[src/rtl/segi_pkg.sv]
// Package with the payload types and fixed widths of the segment intersection block.
`default_nettype none
package segi_pkg;

  // Coordinate width, Q12.4 two's complement
  localparam int COORD_W = 16;
  // Segment vector components: difference of two coordinates
  localparam int DIFF_W  = COORD_W + 1;
  // One product of two vector components
  localparam int PROD_W  = 2 * DIFF_W;
  // Cross product: difference of two products
  localparam int CROSS_W = PROD_W + 1;
  // Dividend magnitude: vector component times cross product
  localparam int NUM_W   = DIFF_W + CROSS_W;
  // Quotient magnitude never exceeds a vector component magnitude
  localparam int QUOT_W  = COORD_W;

  typedef struct packed {
    logic signed [COORD_W-1:0] seg_a_start_x;
    logic signed [COORD_W-1:0] seg_a_start_y;
    logic signed [COORD_W-1:0] seg_a_end_x;
    logic signed [COORD_W-1:0] seg_a_end_y;
    logic signed [COORD_W-1:0] seg_b_start_x;
    logic signed [COORD_W-1:0] seg_b_start_y;
    logic signed [COORD_W-1:0] seg_b_end_x;
    logic signed [COORD_W-1:0] seg_b_end_y;
  } seg_in_t;

  typedef struct packed {
    logic                      hit;
    logic signed [COORD_W-1:0] cross_x;
    logic signed [COORD_W-1:0] cross_y;
  } seg_out_t;

endpackage
`default_nettype wire

[src/rtl/segi_div.sv]
// Pipelined restoring divider on magnitudes, one quotient bit per stage.
`default_nettype none
module segi_div
  import segi_pkg::*;
#(
  parameter int NW = 52,
  parameter int DW = 35,
  parameter int QW = 16,
  parameter int SW = 17
) (
  input  wire logic          clk,
  input  wire logic          rst_n,
  input  wire logic          en,
  input  wire logic          in_valid,
  input  wire logic [NW-1:0] in_num,
  input  wire logic [DW-1:0] in_den,
  input  wire logic          in_neg,
  input  wire logic [SW-1:0] in_side,
  output logic               out_valid,
  output logic [QW-1:0]      out_quot,
  output logic               out_neg,
  output logic [SW-1:0]      out_side
);

  localparam int CW = (NW > DW + QW) ? NW : DW + QW;

  logic          v_s    [QW+1];
  logic [CW-1:0] num_s  [QW+1];
  logic [DW-1:0] den_s  [QW+1];
  logic [QW-1:0] q_s    [QW+1];
  logic          neg_s  [QW+1];
  logic [SW-1:0] side_s [QW+1];

  assign v_s[0]    = in_valid;
  assign num_s[0]  = CW'(in_num);
  assign den_s[0]  = in_den;
  assign q_s[0]    = '0;
  assign neg_s[0]  = in_neg;
  assign side_s[0] = in_side;

  for (genvar g = 0; g < QW; g++) begin : g_stage
    localparam int B = QW - 1 - g;

    logic          v_r;
    logic [CW-1:0] num_r;
    logic [DW-1:0] den_r;
    logic [QW-1:0] q_r;
    logic          neg_r;
    logic [SW-1:0] side_r;
    logic [CW-1:0] trial;
    logic          fits;
    logic [CW-1:0] num_nxt;
    logic [QW-1:0] q_nxt;

    // Try the divisor shifted to this quotient bit, subtract when it fits
    always_comb begin
      trial   = CW'(den_s[g]) << B;
      fits    = num_s[g] >= trial;
      num_nxt = fits ? (num_s[g] - trial) : num_s[g];
      q_nxt   = q_s[g];
      q_nxt[B] = fits;
    end

    // Advance the stage when the pipe moves
    always_ff @(posedge clk) begin
      if (!rst_n) begin
        v_r <= 1'b0;
      end else if (en) begin
        v_r <= v_s[g];
      end
    end

    always_ff @(posedge clk) begin
      if (en) begin
        num_r  <= num_nxt;
        den_r  <= den_s[g];
        q_r    <= q_nxt;
        neg_r  <= neg_s[g];
        side_r <= side_s[g];
      end
    end

    assign v_s[g+1]    = v_r;
    assign num_s[g+1]  = num_r;
    assign den_s[g+1]  = den_r;
    assign q_s[g+1]    = q_r;
    assign neg_s[g+1]  = neg_r;
    assign side_s[g+1] = side_r;
  end

  assign out_valid = v_s[QW];
  assign out_quot  = q_s[QW];
  assign out_neg   = neg_s[QW];
  assign out_side  = side_s[QW];

endmodule
`default_nettype wire

[config.mk]
export PLATFORM = sky130hd
export DESIGN_NAME = segi_div
export DESIGN_NICKNAME = d
export VERILOG_FILES = /design/src/rtl/segi_pkg.sv /design/src/rtl/segi_div.sv
export SDC_FILE = /design/constraint.sdc
export NUM_CORES = 2
export LEC_CHECK = 0
export BUFFER_PORTS_ARGS = -buffer_cell sky130_fd_sc_hd__clkbuf_2
export CORE_ASPECT_RATIO = 1.2
export CORE_MARGIN = 3
export CORE_UTILIZATION = 35
export DETAILED_ROUTE_END_ITERATION = 10
export GPL_TIMING_DRIVEN = 0
export SYNTH_ARGS = -nofsm -noshare
export SYNTH_HDL_FRONTEND = slang
export SYNTH_SLANG_ARGS = --single-unit
[constraint.sdc]
create_clock -name clk -period 5.4 [get_ports clk]
set_clock_uncertainty 0.1 [all_clocks]
set_input_delay 1.08 -clock clk [delete_from_list [all_inputs] [get_ports clk]]
set_output_delay 1.08 -clock clk [all_outputs]
set_load 0.01 [all_outputs]
==> metrics.txt <==
Clk pwr share between 20% and 30%; Final Hold Viols 0; crit path DAT around 6 ns; vias per inst 5.13; detailed-route via count approximately 62k; worst r2r path cells 11; Post-synth EDFFs between 1.5k and 2k; Post CTS Setup Buffer Count 0; #FFs+latches synth 1,745; drt drc 0; flop2flop setup slack -0.004 ns; syn_nets a little under 9k; Pre-antenna DRT Iters 5; cts bufs inserted 196; DR iter-0 viols 3,400; Area Growth Syn to Fin 12.9%; nets 9,139; Logic pwr share roughly two fifths; P_int approximately 35,000 uW; RSZ-0062 raised after global routing false; worst-skew pair later-pin latency between 0.8 and 0.9 ns; vias in the first global route about 65k; CTS Buffer Depth 4; die width around 470 um; Total Routing Usage GR between 10% and 20%; # rows ~210; Synth cell types 91; htree depth 4; failing checks setup timing; CP max FO 10; pin count of the biggest net entering global routing 122; port bufs 143; Tmin final 5.40 ns; worst reg2reg path startpoint g_stage[10].num_r[6]$_DFFE_PP_; clock slew at reported path FFs roughly 0.060 ns; Final Setup Violations 1; Switching Fraction a little over a third; WL final 235 mm; first-pass GRT wire length 358 mm; Tcrit/Tclk final 100%; clock net sink count between 1.5k and 2k; fmax approximately 190 MHz; Overall Power 54,800 uW; Final HPWL DP about 180 mm; Worst setup EP type flip-flop; core area between 0.2 and 0.3 mm2; hold slack around 0.3 ns; PnR worst setup slack -0.00450 ns; DR WL/cell 19.5 um; Seq/Total Area, Yosys 56.6%; status finished with violations; hold crit path type reg -> reg; Slew @ Worst Pin around 1.4 ns; asr flop ratio synth 0%; register share of total power between 30% and 40%; CP Launch Type flip-flop; die area 0.270 mm2; clock root buffer clkbuf_16; initial core utilization a little over a third; post-route cell area 0.104 mm2; FF-to-FF End g_stage[11].num_r[31]$_DFFE_PP_; fin. max-slew vios 0; Post-Synthesis Cell Area approximately 0.092 mm2; CTS tree done; worst min-delay path endpoint g_stage[14].q_r[15]$_DFFE_PP_; Worst VDD drop around 0.00023 V; max cap viols 0; Slew HR between 7 and 8%; number of fill cells in the layout ~25k; Switch Pwr 19,600 uW; WHS Path Cells 0; grt ovf 0; Syn Inst Count between 8k and 9k; Crit path required time 5.87 ns; post-route ant nets 0; placed instance area around 0.098 mm2; Hold Crit Start g_stage[13].q_r[15]$_DFFE_PP_; Yosys Warn Count 0; initial antenna violation count 2; Setup CP Type reg -> reg; Synth Area per Inst about 11 um2; Final GP Congestion about 1; Vert. Die Dim between 500 and 600 um; layout cell share with drive strength beyond 1 under 10%; Pwr per Cell Area 526 mW/mm2; # IOs between 100 and 150; Pleak 0.0405 uW; Synth Flop Type edfxtp_1
==> Yosys cell counts, drive strengths merged, types with 15 or more instances <==
master | instances | area, um2
xnor2 | 328 | 2870
a21o | 326 | 2450
nand2 | 605 | 2270
a21oi | 718 | 3590
mux2i | 19 | 190
buf | 33 | 159
nor3 | 114 | 571
nand4 | 106 | 663
mux2 | 73 | 822
nor4b | 18 | 158
and3 | 63 | 394
o31ai | 47 | 372
or3 | 36 | 230
nor2b | 92 | 576
nand3 | 143 | 716
edfxtp | 1729 | 51900
or2 | 27 | 169
a21boi | 24 | 180
inv | 725 | 2720
nor4 | 69 | 432
dfxtp | 16 | 320
fa | 15 | 300
nand2b | 81 | 507
o211ai | 49 | 373
a41oi | 17 | 149
or4 | 21 | 161
o21bai | 77 | 578
a2111oi | 25 | 221
a211oi | 57 | 428
a211o | 19 | 166
and4 | 23 | 201
nor2 | 507 | 1910
ha | 560 | 7010
o21ai | 531 | 2660
xor2 | 254 | 2220
clkbuf | 186 | 701
a31oi | 75 | 490
and2 | 25 | 156
o21a | 60 | 450
==> power by group through the flow <==
stage	logic [uW]	registers (uW)	clock network [uW]
2_1_floorplan	15600	20200	0
3_3_place_gp	20700	21700	0
3_5_place_dp	21000	20800	0
4_1_cts	21100	20500	13500
5_1_grt	23600	20800	14100
6_report	21200	20500	13000
==> cells by family after synthesis <==
group	Yosys count	synth area share, %
AOI/OAI and AO/OA	2173	14.6
and+or+nand+nor	1980	10.3
DFF	1745	56.6
buffers and inverters	947	3.89
xor gates and xnor gates	582	5.53
adders and majority gates	575	7.92
muxes	92	1.10
==> sequential cells by signal, indices dropped and copies added (netlist names) <==
signal          flops
out_neg             1
g_stage.num_r     780
out_valid           1
out_side           17
out_quot           16
g_stage.q_r       120
g_stage.v_r        15
g_stage.den_r     525
g_stage.side_r    255
g_stage.neg_r      15
==> cell usage in the layout, fill, tap and decap left out, drive strengths merged, types with 69 or more instances in the layout <==
cell,count
a21o,326
a21oi,718
a31oi,75
clkbuf,573
clkinv,77
edfxtp,1729
ha,560
inv,730
mux2,73
nand2,605
nand2b,81
nand3,143
nand4,106
nor2,507
nor2b,92
nor3,114
nor4,69
o21ai,531
o21bai,77
xnor2,328
xor2,254
==> timing repair <==
item	4_1_cts	5_1_grt
hold buffers	0	0
gates resized for setup	11	7
gates cloned	1	2
setup endpoints to repair	202	146
==> stage by stage <==
stage	setup TNS, ns	std cells	util [%]	worst slack (ns)
final	-0.00450	12000	39.9	-0.00450
after global routing	0	12000	39.9	0.00686
after CTS	0	12000	39.8	0.0182
after detailed placement	-283.59	11700	37.4	-1.11
after global placement	-	11700	37.2	-26.85
after floorplan	0	8094	-	1.21
==> worst max-delay path: stages (launching register included) <==
cell and delay (ns):
edfxtp_1 0.40, ha_1 0.38, nor2b_1 0.17, o31ai_1 0.46
a211oi_1 0.28, o21ai_0 0.70, a21oi_1 0.29, o21bai_1 0.35
o21a_1 0.39, buf_2 0.46, clkbuf_1 0.72, mux2_2 0.42
==> layout make-up <==
type	instances	area [um2]	share of cell area, %
Timing Repair Buffer	163	1250	1.20
Tap cell	3415	4270	4.11
Clock inverter	107	1060	1.02
Sequential cell	1745	52200	50.2
Inverter	728	2730	2.63
Multi-Input combinational cell	5402	36400	35.0
Clock buffer	243	5220	5.01
Antenna cell	2	5.00	0.00481
Buffer	219	870	0.835
==> routing by layer <==
layer	wire (um)	vias up	part of all wire [%]	GRT usage, %
li1	-	30600	-	-
met1	79500	29000	34	15.3
met2	129000	1422	55	33.9
met3	6680	717	2.8	2.07
met4	19800	0	8.4	12.6
met5	0	-	0	0
==> how the worst max path moves through the flow <==
stage | from | end | slack (ns) | cells after the start
after floorplan | in_den[11] | g_stage[0].num_r[51]$_DFFE_PP_ | 1.21 | 13
after global routing | en | g_stage[3].den_r[28]$_DFFE_PP_ | 0.007 | 10
final | g_stage[10].num_r[6]$_DFFE_PP_ | g_stage[11].num_r[31]$_DFFE_PP_ | -0.004 | 11
after global placement | en | g_stage[3].v_r$_SDFFE_PN0P_ | -26.85 | 5
after CTS | g_stage[4].num_r[10]$_DFFE_PP_ | g_stage[5].num_r[43]$_DFFE_PP_ | 0.02 | 13
after detailed placement | en | g_stage[4].v_r$_SDFFE_PN0P_ | -1.11 | 12
Power figures use the tool's default switching activity.
